$ cat src/rtl/csd_pkg.sv
package csd_pkg;

    // Parser states. Codes above ST_ERROR are never entered.
    typedef enum logic [3:0] {
        ST_TYPE  = 4'd0,
        ST_PINT  = 4'd1,
        ST_NINT  = 4'd2,
        ST_BSIZE = 4'd3,
        ST_BDATA = 4'd4,
        ST_TSIZE = 4'd5,
        ST_TDATA = 4'd6,
        ST_ARRAY = 4'd7,
        ST_MAP   = 4'd8,
        ST_TAG   = 4'd9,
        ST_FLOAT = 4'd10,
        ST_ERROR = 4'd11
    } t_state;

    // Event kinds reported with each result word.
    typedef enum logic [3:0] {
        EV_INT    = 4'd0,
        EV_EXTINT = 4'd1,
        EV_BYTES  = 4'd2,
        EV_TEXT   = 4'd3,
        EV_ARRAY  = 4'd4,
        EV_MAP    = 4'd5,
        EV_TAG    = 4'd6,
        EV_EXTTAG = 4'd7,
        EV_BOOL   = 4'd8,
        EV_NULL   = 4'd9,
        EV_UNDEF  = 4'd10,
        EV_HALF   = 4'd11,
        EV_FLOAT  = 4'd12,
        EV_DOUBLE = 4'd13,
        EV_ERROR  = 4'd14
    } t_event;

    // Error codes carried by an error event.
    localparam logic [3:0] ERR_NONE        = 4'd0;
    localparam logic [3:0] ERR_INT_INFO    = 4'd0;
    localparam logic [3:0] ERR_BYTES_INFO  = 4'd1;
    localparam logic [3:0] ERR_TEXT_INFO   = 4'd2;
    localparam logic [3:0] ERR_COUNT_INFO  = 4'd3;
    localparam logic [3:0] ERR_TAG_INFO    = 4'd4;
    localparam logic [3:0] ERR_SIMPLE      = 4'd5;
    localparam logic [3:0] ERR_SPECIAL     = 4'd6;
    localparam logic [3:0] ERR_BYTES_WIDE  = 4'd7;
    localparam logic [3:0] ERR_TEXT_WIDE   = 4'd8;
    localparam logic [3:0] ERR_ARRAY_WIDE  = 4'd9;
    localparam logic [3:0] ERR_MAP_WIDE    = 4'd10;

    // Major types.
    localparam logic [2:0] MAJ_UINT    = 3'd0;
    localparam logic [2:0] MAJ_NINT    = 3'd1;
    localparam logic [2:0] MAJ_BYTES   = 3'd2;
    localparam logic [2:0] MAJ_TEXT    = 3'd3;
    localparam logic [2:0] MAJ_ARRAY   = 3'd4;
    localparam logic [2:0] MAJ_MAP     = 3'd5;
    localparam logic [2:0] MAJ_TAG     = 3'd6;
    localparam logic [2:0] MAJ_SPECIAL = 3'd7;

    // Additional info codes.
    localparam logic [4:0] INFO_FALSE    = 5'd20;
    localparam logic [4:0] INFO_TRUE     = 5'd21;
    localparam logic [4:0] INFO_NULL     = 5'd22;
    localparam logic [4:0] INFO_UNDEF    = 5'd23;
    localparam logic [4:0] INFO_ARG1     = 5'd24;
    localparam logic [4:0] INFO_RESERVED = 5'd28;

    localparam logic [3:0]  ARG_WIDE    = 4'd8;
    localparam logic [3:0]  ARG_HALF    = 4'd2;
    localparam logic [3:0]  ARG_SINGLE  = 4'd4;
    localparam logic [63:0] INT32_LIMIT = 64'h0000_0000_7FFF_FFFF;

    typedef struct packed {
        t_event      event_res;
        logic [63:0] value;
        logic        negative;
        logic        last;
        logic        empty_res;
        logic [3:0]  error_code;
    } t_result;

endpackage

$ cat src/rtl/cbor_stream_decoder_core.sv
// Streaming CBOR item decoder. One encoded byte enters per word on the slave
// side, and the block sustains one byte per clock cycle with no gaps while the
// consumer does not stall it. A byte sits in an input register while the parser
// classifies it and updates its state, and its result, if any, is then loaded
// into the output register. The input register drains whenever the output
// register is empty or being read, so a stalled consumer stops the input only
// once both registers are full. Integer, count, tag, simple and floating-point
// items produce one result word when their last argument byte arrives, or at
// their initial byte when they have none; argument bytes themselves produce
// nothing. String payload bytes produce one word each, with tlast on the final
// byte, and an empty string produces a single word flagged empty. Integers that
// fit in 32 bits signed and whose argument is not 8 bytes wide come out as
// sign-extended values; the others come out as a magnitude with a sign bit,
// where a negative 8-byte argument of all ones gives magnitude zero, standing
// for two to the 64th. The first error is reported once, after which the
// decoder swallows every byte silently until reset.
module cbor_stream_decoder_core (
    input  logic        i_clk,
    input  logic        i_rst_n,
    input  logic        s_axis_tvalid,
    output logic        s_axis_tready,
    input  logic [7:0]  s_axis_tdata,   // [7:0] data_byte
    output logic        m_axis_tvalid,
    input  logic        m_axis_tready,
    output logic [71:0] m_axis_tdata,   // [63:0] value, [64] negative,
                                        // [68:65] error_code, [71:69] zero
    output logic        m_axis_tlast,
    output logic [4:0]  m_axis_tuser    // [3:0] event_res, [4] empty_res
);
    import csd_pkg::*;

    logic       in_valid;
    logic [7:0] in_byte;
    logic       advance;
    logic       res_valid;
    t_result    res;
    t_result    out_res;

    // The parser moves whenever a byte is held and its result has a place.
    assign advance = in_valid && (!m_axis_tvalid || m_axis_tready);

    csd_in_reg u_in_reg (
        .i_clk     (i_clk),
        .i_rst_n   (i_rst_n),
        .i_tvalid  (s_axis_tvalid),
        .i_tdata   (s_axis_tdata),
        .o_tready  (s_axis_tready),
        .i_advance (advance),
        .o_valid   (in_valid),
        .o_byte    (in_byte)
    );

    csd_parse u_parse (
        .i_clk       (i_clk),
        .i_rst_n     (i_rst_n),
        .i_fire      (advance),
        .i_byte      (in_byte),
        .o_res_valid (res_valid),
        .o_res       (res)
    );

    csd_out_reg u_out_reg (
        .i_clk       (i_clk),
        .i_rst_n     (i_rst_n),
        .i_load      (advance),
        .i_res_valid (res_valid),
        .i_res       (res),
        .i_tready    (m_axis_tready),
        .o_tvalid    (m_axis_tvalid),
        .o_res       (out_res)
    );

    assign m_axis_tdata = {3'd0, out_res.error_code, out_res.negative, out_res.value};
    assign m_axis_tlast = out_res.last;
    assign m_axis_tuser = {out_res.empty_res, out_res.event_res};

`ifndef SYNTHESIS
    // Only string payload words may come out without tlast.
    assert property (@(posedge i_clk) disable iff (!i_rst_n)
        m_axis_tvalid && !m_axis_tlast |->
            (out_res.event_res == EV_BYTES || out_res.event_res == EV_TEXT))
        else $error("tlast low on a non-string word");

    // Error codes are zero outside error words.
    assert property (@(posedge i_clk) disable iff (!i_rst_n)
        m_axis_tvalid && out_res.event_res != EV_ERROR |->
            out_res.error_code == ERR_NONE)
        else $error("error code set on a non-error word");

    // An empty string is a single word that closes the string.
    assert property (@(posedge i_clk) disable iff (!i_rst_n)
        m_axis_tvalid && out_res.empty_res |->
            m_axis_tlast && out_res.value == 64'd0 &&
            (out_res.event_res == EV_BYTES || out_res.event_res == EV_TEXT))
        else $error("malformed empty string word");

    // Errors stick: once an error word is taken nothing follows it.
    assert property (@(posedge i_clk) disable iff (!i_rst_n)
        m_axis_tvalid && m_axis_tready && out_res.event_res == EV_ERROR |=>
            !m_axis_tvalid)
        else $error("result word after an error");

    // Only the large integer form carries a sign bit.
    assert property (@(posedge i_clk) disable iff (!i_rst_n)
        m_axis_tvalid && out_res.negative |-> out_res.event_res == EV_EXTINT)
        else $error("sign bit on a non-extended word");
`endif
endmodule

$ cat src/rtl/csd_in_reg.sv
module csd_in_reg (
    input  logic       i_clk,
    input  logic       i_rst_n,
    input  logic       i_tvalid,
    input  logic [7:0] i_tdata,
    output logic       o_tready,
    input  logic       i_advance,
    output logic       o_valid,
    output logic [7:0] o_byte
);
    logic       r_valid;
    logic       n_valid;
    logic [7:0] r_byte;

    // The held byte leaves in the same cycle that a new one may enter.
    assign o_tready = !r_valid || i_advance;
    assign n_valid  = (r_valid && !i_advance) || (i_tvalid && o_tready);

    always_ff @(posedge i_clk) begin
        if (!i_rst_n) begin
            r_valid <= 1'b0;
        end else begin
            r_valid <= n_valid;
        end
    end

    always_ff @(posedge i_clk) begin
        if (i_tvalid && o_tready) begin
            r_byte <= i_tdata;
        end
    end

    assign o_valid = r_valid;
    assign o_byte  = r_byte;
endmodule

$ cat src/rtl/csd_parse.sv
module csd_parse (
    input  logic             i_clk,
    input  logic             i_rst_n,
    input  logic             i_fire,
    input  logic [7:0]       i_byte,
    output logic             o_res_valid,
    output csd_pkg::t_result o_res
);
    import csd_pkg::*;

    t_state      r_state;
    t_state      n_state;
    logic [3:0]  r_left;
    logic [3:0]  n_left;
    logic [3:0]  r_width;
    logic [3:0]  n_width;
    logic [63:0] r_acc;
    logic [63:0] n_acc;
    logic [31:0] r_payload;
    logic [31:0] n_payload;

    logic [2:0]  major;
    logic [4:0]  info;
    logic [63:0] acc_shift;
    logic [3:0]  left_dec;
    logic        arg_done;
    logic        wide;
    logic        fits_int;
    logic [31:0] payload_dec;
    logic [3:0]  type_width;

    assign major       = i_byte[7:5];
    assign info        = i_byte[4:0];
    assign acc_shift   = {r_acc[55:0], i_byte};
    assign left_dec    = (r_left != 4'd0) ? r_left - 4'd1 : 4'd0;
    assign arg_done    = (left_dec == 4'd0);
    assign wide        = (r_width == ARG_WIDE);
    assign fits_int    = !wide && (acc_shift <= INT32_LIMIT);
    assign payload_dec = (r_payload != 32'd0) ? r_payload - 32'd1 : 32'd0;

    always_comb begin
        case (info[1:0])
            2'd0:    type_width = 4'd1;
            2'd1:    type_width = 4'd2;
            2'd2:    type_width = 4'd4;
            default: type_width = 4'd8;
        endcase
    end

    // Result word for the byte in the input register.
    always_comb begin
        o_res_valid      = 1'b0;
        o_res.event_res  = EV_INT;
        o_res.value      = 64'd0;
        o_res.negative   = 1'b0;
        o_res.last       = 1'b1;
        o_res.empty_res  = 1'b0;
        o_res.error_code = ERR_NONE;
        case (r_state)
            ST_TYPE: begin
                if (major == MAJ_SPECIAL) begin
                    if (info < INFO_FALSE) begin
                        o_res_valid      = 1'b1;
                        o_res.event_res  = EV_ERROR;
                        o_res.error_code = ERR_SIMPLE;
                    end else if (info == INFO_FALSE || info == INFO_TRUE) begin
                        o_res_valid     = 1'b1;
                        o_res.event_res = EV_BOOL;
                        o_res.value     = {63'd0, info == INFO_TRUE};
                    end else if (info == INFO_NULL) begin
                        o_res_valid     = 1'b1;
                        o_res.event_res = EV_NULL;
                    end else if (info == INFO_UNDEF) begin
                        o_res_valid     = 1'b1;
                        o_res.event_res = EV_UNDEF;
                    end else if (info >= INFO_RESERVED) begin
                        o_res_valid      = 1'b1;
                        o_res.event_res  = EV_ERROR;
                        o_res.error_code = ERR_SPECIAL;
                    end
                end else if (info < INFO_ARG1) begin
                    o_res.value = {59'd0, info};
                    case (major)
                        MAJ_UINT: begin
                            o_res_valid     = 1'b1;
                            o_res.event_res = EV_INT;
                        end
                        MAJ_NINT: begin
                            o_res_valid     = 1'b1;
                            o_res.event_res = EV_INT;
                            o_res.value     = ~{59'd0, info};
                        end
                        MAJ_BYTES: begin
                            o_res_valid     = (info == 5'd0);
                            o_res.event_res = EV_BYTES;
                            o_res.empty_res = 1'b1;
                        end
                        MAJ_TEXT: begin
                            o_res_valid     = (info == 5'd0);
                            o_res.event_res = EV_TEXT;
                            o_res.empty_res = 1'b1;
                        end
                        MAJ_ARRAY: begin
                            o_res_valid     = 1'b1;
                            o_res.event_res = EV_ARRAY;
                        end
                        MAJ_MAP: begin
                            o_res_valid     = 1'b1;
                            o_res.event_res = EV_MAP;
                        end
                        default: begin
                            o_res_valid     = 1'b1;
                            o_res.event_res = EV_TAG;
                        end
                    endcase
                end else if (info >= INFO_RESERVED) begin
                    o_res_valid     = 1'b1;
                    o_res.event_res = EV_ERROR;
                    case (major)
                        MAJ_BYTES: o_res.error_code = ERR_BYTES_INFO;
                        MAJ_TEXT:  o_res.error_code = ERR_TEXT_INFO;
                        MAJ_ARRAY: o_res.error_code = ERR_COUNT_INFO;
                        MAJ_MAP:   o_res.error_code = ERR_COUNT_INFO;
                        MAJ_TAG:   o_res.error_code = ERR_TAG_INFO;
                        default:   o_res.error_code = ERR_INT_INFO;
                    endcase
                end
            end
            ST_PINT, ST_NINT, ST_BSIZE, ST_TSIZE, ST_ARRAY, ST_MAP, ST_TAG,
            ST_FLOAT: begin
                if (arg_done) begin
                    o_res_valid = 1'b1;
                    o_res.value = acc_shift;
                    case (r_state)
                        ST_PINT: begin
                            o_res.event_res = fits_int ? EV_INT : EV_EXTINT;
                        end
                        ST_NINT: begin
                            if (fits_int) begin
                                o_res.event_res = EV_INT;
                                o_res.value     = ~acc_shift;
                            end else begin
                                o_res.event_res = EV_EXTINT;
                                o_res.value     = acc_shift + 64'd1;
                                o_res.negative  = 1'b1;
                            end
                        end
                        ST_BSIZE, ST_TSIZE: begin
                            if (wide) begin
                                o_res.event_res  = EV_ERROR;
                                o_res.value      = 64'd0;
                                o_res.error_code = (r_state == ST_BSIZE) ?
                                                   ERR_BYTES_WIDE : ERR_TEXT_WIDE;
                            end else begin
                                // Only an empty string reports at its header.
                                o_res_valid     = (acc_shift[31:0] == 32'd0);
                                o_res.event_res = (r_state == ST_BSIZE) ?
                                                  EV_BYTES : EV_TEXT;
                                o_res.value     = 64'd0;
                                o_res.empty_res = 1'b1;
                            end
                        end
                        ST_ARRAY, ST_MAP: begin
                            if (wide) begin
                                o_res.event_res  = EV_ERROR;
                                o_res.value      = 64'd0;
                                o_res.error_code = (r_state == ST_ARRAY) ?
                                                   ERR_ARRAY_WIDE : ERR_MAP_WIDE;
                            end else begin
                                o_res.event_res = (r_state == ST_ARRAY) ?
                                                  EV_ARRAY : EV_MAP;
                            end
                        end
                        ST_TAG: begin
                            o_res.event_res = wide ? EV_EXTTAG : EV_TAG;
                        end
                        default: begin
                            if (r_width == ARG_HALF) begin
                                o_res.event_res = EV_HALF;
                            end else if (r_width == ARG_SINGLE) begin
                                o_res.event_res = EV_FLOAT;
                            end else begin
                                o_res.event_res = EV_DOUBLE;
                            end
                        end
                    endcase
                end
            end
            ST_BDATA, ST_TDATA: begin
                o_res_valid     = 1'b1;
                o_res.event_res = (r_state == ST_TDATA) ? EV_TEXT : EV_BYTES;
                o_res.value     = {56'd0, i_byte};
                o_res.last      = (payload_dec == 32'd0);
            end
            default: begin
                o_res_valid = 1'b0;
            end
        endcase
    end

    // Next parser state.
    always_comb begin
        n_state   = r_state;
        n_left    = r_left;
        n_width   = r_width;
        n_acc     = r_acc;
        n_payload = r_payload;
        case (r_state)
            ST_TYPE: begin
                if (major == MAJ_SPECIAL && info < INFO_FALSE) begin
                    n_state = ST_ERROR;
                end else if (major != MAJ_SPECIAL && info < INFO_ARG1) begin
                    if (major == MAJ_BYTES && info != 5'd0) begin
                        n_payload = {27'd0, info};
                        n_state   = ST_BDATA;
                    end else if (major == MAJ_TEXT && info != 5'd0) begin
                        n_payload = {27'd0, info};
                        n_state   = ST_TDATA;
                    end
                end else if (info >= INFO_RESERVED) begin
                    n_state = ST_ERROR;
                end else if (info >= INFO_ARG1) begin
                    n_width = type_width;
                    n_left  = type_width;
                    n_acc   = 64'd0;
                    case (major)
                        MAJ_UINT:  n_state = ST_PINT;
                        MAJ_NINT:  n_state = ST_NINT;
                        MAJ_BYTES: n_state = ST_BSIZE;
                        MAJ_TEXT:  n_state = ST_TSIZE;
                        MAJ_ARRAY: n_state = ST_ARRAY;
                        MAJ_MAP:   n_state = ST_MAP;
                        MAJ_TAG:   n_state = ST_TAG;
                        default:   n_state = (info == INFO_ARG1) ? ST_PINT : ST_FLOAT;
                    endcase
                end
            end
            ST_PINT, ST_NINT, ST_BSIZE, ST_TSIZE, ST_ARRAY, ST_MAP, ST_TAG,
            ST_FLOAT: begin
                n_acc  = acc_shift;
                n_left = left_dec;
                if (arg_done) begin
                    n_state = ST_TYPE;
                    if (r_state == ST_BSIZE || r_state == ST_TSIZE) begin
                        if (wide) begin
                            n_state = ST_ERROR;
                        end else if (acc_shift[31:0] != 32'd0) begin
                            n_payload = acc_shift[31:0];
                            n_state   = (r_state == ST_BSIZE) ? ST_BDATA : ST_TDATA;
                        end
                    end else if ((r_state == ST_ARRAY || r_state == ST_MAP) && wide) begin
                        n_state = ST_ERROR;
                    end
                end
            end
            ST_BDATA, ST_TDATA: begin
                n_payload = payload_dec;
                if (payload_dec == 32'd0) begin
                    n_state = ST_TYPE;
                end
            end
            default: begin
                n_state = r_state;
            end
        endcase
    end

    always_ff @(posedge i_clk) begin
        if (!i_rst_n) begin
            r_state   <= ST_TYPE;
            r_left    <= 4'd0;
            r_width   <= 4'd0;
            r_acc     <= 64'd0;
            r_payload <= 32'd0;
        end else if (i_fire) begin
            r_state   <= n_state;
            r_left    <= n_left;
            r_width   <= n_width;
            r_acc     <= n_acc;
            r_payload <= n_payload;
        end
    end
endmodule

$ cat src/rtl/csd_out_reg.sv
module csd_out_reg (
    input  logic             i_clk,
    input  logic             i_rst_n,
    input  logic             i_load,
    input  logic             i_res_valid,
    input  csd_pkg::t_result i_res,
    input  logic             i_tready,
    output logic             o_tvalid,
    output csd_pkg::t_result o_res
);
    import csd_pkg::*;

    logic    r_valid;
    logic    n_valid;
    t_result r_res;

    // A load only happens when the register is empty or being drained.
    always_comb begin
        if (i_load) begin
            n_valid = i_res_valid;
        end else if (i_tready) begin
            n_valid = 1'b0;
        end else begin
            n_valid = r_valid;
        end
    end

    always_ff @(posedge i_clk) begin
        if (!i_rst_n) begin
            r_valid <= 1'b0;
        end else begin
            r_valid <= n_valid;
        end
    end

    always_ff @(posedge i_clk) begin
        if (i_load && i_res_valid) begin
            r_res <= i_res;
        end
    end

    assign o_tvalid = r_valid;
    assign o_res    = r_res;
endmodule
$ cat config.mk
export PLATFORM = sky130hd
export DESIGN_NAME = cbor_stream_decoder_core
export DESIGN_NICKNAME = d
export VERILOG_FILES = /design/src/rtl/csd_pkg.sv /design/src/rtl/cbor_stream_decoder_core.sv /design/src/rtl/csd_in_reg.sv /design/src/rtl/csd_parse.sv /design/src/rtl/csd_out_reg.sv
export SDC_FILE = /design/constraint.sdc
export NUM_CORES = 1
export LEC_CHECK = 0
export BUFFER_PORTS_ARGS = -buffer_cell sky130_fd_sc_hd__buf_2
export CAP_MARGIN = 5
export CORE_UTILIZATION = 53
export CTS_CLUSTER_DIAMETER = 100
export DETAILED_ROUTE_END_ITERATION = 7
export GPL_TIMING_DRIVEN = 0
export PLACE_DENSITY = 0.72
export SYNTH_ARGS = -nofsm -noshare
export SYNTH_HDL_FRONTEND = slang
export SYNTH_SLANG_ARGS = --single-unit
$ cat constraint.sdc
create_clock -name i_clk -period 16.3 [get_ports i_clk]
set_input_delay 0.815 -clock i_clk [delete_from_list [all_inputs] [get_ports i_clk]]
set_output_delay 0.815 -clock i_clk [all_outputs]
set_load 0.01 [all_outputs]
; ---- Word level (Yosys, flattened, before mapping)
; Index checks and enable logic that the tools add are counted.
[totals]
out_inout_bits = 80
ff_bits = 185
[op_classes]
n_bitwise = 5
addsub = 3
n_mux = 102
reduce_logical = 46
n_lt_le_gt_ge = 5
eq_ne = 41
[ops]
columns = operator, count
row1 = two-way mux 32 bit, 9
row2 = two-way mux 64 bit, 4
row3 = two-way mux 56 bit, 4
row4 = case mux 68 bit (3 select lines), 1
row5 = case mux 64 bit (3 select lines), 1
row6 = two-way mux 4 bit, 34
row7 = two-way mux 68 bit, 2
row8 = case mux 56 bit (2 select lines), 1
row9 = case mux 32 bit (3 select lines), 1
row10 = two-way mux 69 bit, 1
row11 = two-way mux 65 bit, 1
row12 = adder 64 x 1 -> 64 bit (second input constant), 1
row13 = less-or-equal comparator 64 x 31 -> 1 bit (second input constant), 1
row14 = logical NOT 32 bit, 2
row15 = NOT 5 -> 64 bit, 1
row16 = NOT 64 bit, 1
row17 = nonzero test 32 bit, 2
row18 = subtractor 32 x 1 -> 32 bit (second input constant), 1
row19 = case mux 4 bit (7 select lines), 1
row20 = two-way mux 1 bit, 27
row21 = equality test 5 bit (second input constant), 5
row22 = case mux 4 bit (3 select lines), 2
row23 = equality test 4 x 3 -> 1 bit (second input constant), 5
row24 = case mux 4 bit (5 select lines), 1
row25 = 42 further kinds, 93

; ---- Depth between registers and ports, before layout
[depth]
depth_word = 9
depth_mapped = 12
mapped_depth_nobuf = 10

; ---- Modules after synthesis
; Synthesis repeated with hierarchy kept, for this count alone.
[hier_totals]
cells_unflattened = 1395
area_unflattened_um2 = 11417.2
[modules_own_cells]
columns = mod, seq_area_each_um2, n_inst, cells_each, area_each_um2
row1 = csd_parse, 2001.9, 1, 1297, 8785.9
row2 = csd_out_reg, 2272.2, 1, 79, 2296.0
row3 = csd_in_reg, 260.2, 1, 13, 297.8
row4 = cbor_stream_decoder_core, 0.0, 1, 6, 37.5

; ---- Worst setup path before layout
; No wires, ideal clock.
[synth_timing]
path_type = register to register
startpoint = reg u_in_reg.r_byte[0], in the netlist u_in_reg.o_byte[0]
endpoint = reg u_out_reg.r_res (netlist bit u_out_reg.o_res[0]) (enable)
arrival_time_ns = 5.382
setup_ns = 0.535
stages_incl_launch_ff = 9
setup_slack_ns = 10.383
synth_period_minus_slack_ns = 5.917
cell_sequence = edfxtp_1 > inv_1 > ha_1 > nor4b_1 > nand4_1 > nor2_1 > or3_1 > a21oi_1 > a21oi_1
[synth_between]
elab_chain_cells = 9
elab_cells_between_ends = 23
[synth_rtl]
columns = element, line_no
row1 = "start, declared", csd_in_reg.sv:13  ; logic [7:0] r_byte;
row2 = "start signal, assigned", csd_in_reg.sv:29  ; r_byte <= i_tdata;
row3 = greater-or-equal comparator 5 bit, "csd_parse.sv:76, csd_parse.sv:116"
row4 = two-way mux 1 bit, "csd_parse.sv:76, csd_parse.sv:116"
row5 = two-way mux 1 bit, csd_parse.sv:73  ; end else if (info == INFO_UNDEF) begin
row6 = two-way mux 1 bit, csd_parse.sv:70  ; end else if (info == INFO_NULL) begin
row7 = two-way mux 1 bit, csd_parse.sv:66  ; end else if (info == INFO_FALSE || info == INFO_TRUE) begin
row8 = two-way mux 1 bit, csd_parse.sv:62  ; if (info < INFO_FALSE) begin
row9 = two-way mux 1 bit, csd_parse.sv:61  ; if (major == MAJ_SPECIAL) begin
row10 = case mux 1 bit (3 select lines) (*), csd_parse.sv:59  ; case (r_state)
row11 = logical AND 1 bit (*), csd_out_reg.sv:37  ; if (i_load && i_res_valid) begin
row12 = "end signal, assigned", csd_out_reg.sv:38  ; r_res <= i_res;
row13 = "end, declared", csd_out_reg.sv:15  ; t_result r_res;
; Every way passes the cells marked *; elsewhere a longest branch is shown, timed or not.
; A chain may end at the register's enable or synchronous reset.

==> results.json <==
{
  "status": "finished clean",
  "dieArea_um2": 21740,
  "whs_ps": 508.4,
  "async_reset_ff_frac": 0,
  "nets": 1562,
  "relSlewSlack": 0.07297,
  "cts_tree": "built",
  "drv_slew": 0,
  "finalSetupViolCount": 0,
  "cts.clk_slew.worst_paths_ps": 80,
  "fin_crit_sh": 0.2849,
  "critPathMaxFanout": 10,
  "start_util": 0.5471,
  "syn_inst": 1427,
  "totalWireLength_mm": 42.40,
  "synth.ff_latch_count": 185,
  "placed_cell_area_um2": 12070,
  "layout_common_cells": "nand2_1, o21ai_0, a21oi_1, nor2_1, clkbuf_1",
  "tns_ps": 0,
  "diodes": 0,
  "crit_arrival_ps": 4880,
  "design_area_um2": 12660,
  "drive_gt1_frac": 0.1043,
  "grt.overflow.total": 0,
  "cap_violations": 0,
  "fin_skew_ps": 18.25,
  "end_kind": "register",
  "cts_made_buffers": 17,
  "routed_via_density": 6.751,
  "drt_pass1_iterations": 6,
  "grt_pass1_vias": 11100,
  "ant_nets": 0,
  "worstMarginPinSlew_ps": 1386,
  "drt_iter0_markers": 1690,
  "worst_hold_path_type": "register to register",
  "final_common_cell": "nand2_1",
  "synth_edf_count": 83,
  "io_buffers": 88,
  "clock_path_buffers": 2,
  "coreArea_um2": 20490,
  "final_cells": 1823,
  "final_hold_viol_count": 0,
  "power_leakage_nw": 4.510,
  "avgRoutedWirePerCell_um": 23.26,
  "yosysTopAreaCell": "edfxtp_1",
  "max_freq_mhz": 215.4,
  "cp.required_ps": 16540,
  "rsz0062_at_grt": "false",
  "synth_top_area_share": 0.2223,
  "gp_congestion": 1.041,
  "cts_setup_buffers": 0,
  "yosys_warnings": 0,
  "syn_to_final_growth_pct": 12.87,
  "ys_top_cells_by_area": "edfxtp_1, dfxtp_1, o21ai_0",
  "dp_hpwl_mm": 30.75,
  "start_kind": "register",
  "cts.hold.buffers_added": 0,
  "track_usage": 0.3870,
  "htreeDepth": 4,
  "post_cts_resized": 0,
  "drc": 0,
  "ios": 92,
  "power.density_nw_per_um2": 104.6,
  "antenna_found_initial": 0,
  "seq_area_frac_synth": 0.4044,
  "insertion_delay_ps": 450,
  "grt_max_degree": 33,
  "path_class": "register to register",
  "final.min_clock_period_ps": 4644,
  "rows": 52,
  "clkSinkCount": 185,
  "avgSynthCellArea_um2": 7.858,
  "synth.distinct_cells": 80,
  "vias": 12310,
  "grt_pass1_wl_mm": 63.99,
  "die_y_um": 147.5,
  "ir_drop_mv": 0.07936,
  "netlist_area_um2": 11210,
  "fp.dieW_um": 147.5,
  "dp.cells": 1791,
  "root_buffer": "clkbuf_16",
  "ys.flop_type": "dfxtp_1"
}
## area by class of cell
| class | count | area (µm²) |
|---|---|---|
| Fill cell | 1874 | 7839 |
| Multi-Input combinational cell | 1091 | 6083 |
| Tap cell | 270 | 337.8 |
| Timing Repair Buffer | 92 | 498.0 |
| Clock inverter | 14 | 153.9 |
| Sequential cell | 185 | 4534 |
| Clock buffer | 18 | 429.2 |
| Inverter | 15 | 56.30 |
| Buffer | 138 | 563.0 |
## state kept, by name, indices dropped and copies added, names as in the netlist
name / cells
u_parse.r_payload: 32
u_out_reg.o_res: 75
u_in_reg.o_byte: 8
u_parse.r_acc: 56
u_parse.r_left: 4
u_in_reg.o_valid: 1
u_parse.r_width: 4
u_parse.r_state: 4
u_out_reg.o_tvalid: 1
## metal layers
layer | up-vias | GRT usage | wire length [µm]
met5 | - | 0 | 0
met4 | 0 | 0.2232 | 2266
met3 | 161 | 0.08519 | 4973
met2 | 889 | 0.6092 | 19030
met1 | 5736 | 0.4907 | 16120
li1 | 5521 | - | -
## cells in the mapped netlist, drive strengths merged, types with 16 or more instances
master,count
a31oi,24
nor2,126
nor3,39
and3,21
edfxtp,83
dfxtp,102
nand4,16
nor4,31
buf,19
o21ai,157
nand2,189
clkbuf,119
a21oi,136
a22oi,32
nand3,81
o211ai,19
## report_power, final
group	switching, W	internal (W)	total, W
registers	0.0000133	0.000515	0.000528
clock network	0.000209	0.000206	0.000415
logic	0.000265	0.000116	0.000381
total	0.000487	0.000836	0.00132
## worst paths after layout
path                      startpoint             endpoint  slack (ps)  cells past startpoint
setup / recovery  u_parse.r_state[3]  u_out_reg.o_res[19]       11660                      9
hold / removal      u_in_reg.o_valid     u_in_reg.o_valid         510                      2
setup reg to reg  u_parse.r_state[3]  u_out_reg.o_res[19]       11660                      9
hold reg to reg     u_in_reg.o_valid     u_in_reg.o_valid         510                      2
## through the flow
stage / util / setup slack, ps / power, W
floorplan: - / 10380 / 0.0007823
global placement: 0.5855 / 8033 / 0.0009013
detailed placement: 0.5891 / 11960 / 0.0009034
CTS: 0.6175 / 11920 / 0.001311
global route: 0.6175 / 11680 / 0.001366
finish: 0.6175 / 11660 / 0.001323
## kinds of logic (layout without fill, tap and decap cells)
logic type / count (synthesis) / count (layout) / synth area share
AO/OA/AOI/OAI: 478 / 478 / 0.2626
XOR/XNOR: 12 / 12 / 0.009373
adder cells (fa/ha/maj): 11 / 11 / 0.01205
buffers and inverters: 153 / 277 / 0.05523
flip-flops: 185 / 185 / 0.4044
multiplexers: 7 / 7 / 0.006249
other: 1 / 3 / 0.0003344
AND/OR/NAND/NOR: 580 / 580 / 0.2498
## worst max-delay path: stages (launching register included)
cell and delay, ps:
dfxtp_1 310, clkbuf_1 370, o21bai_1 170, a22oi_1 960, nand2_1 540, nor2_1 410, clkbuf_1 550, clkbuf_1 600
o21ai_0 200, o211ai_1 320
(Power assumes the default switching activity.)
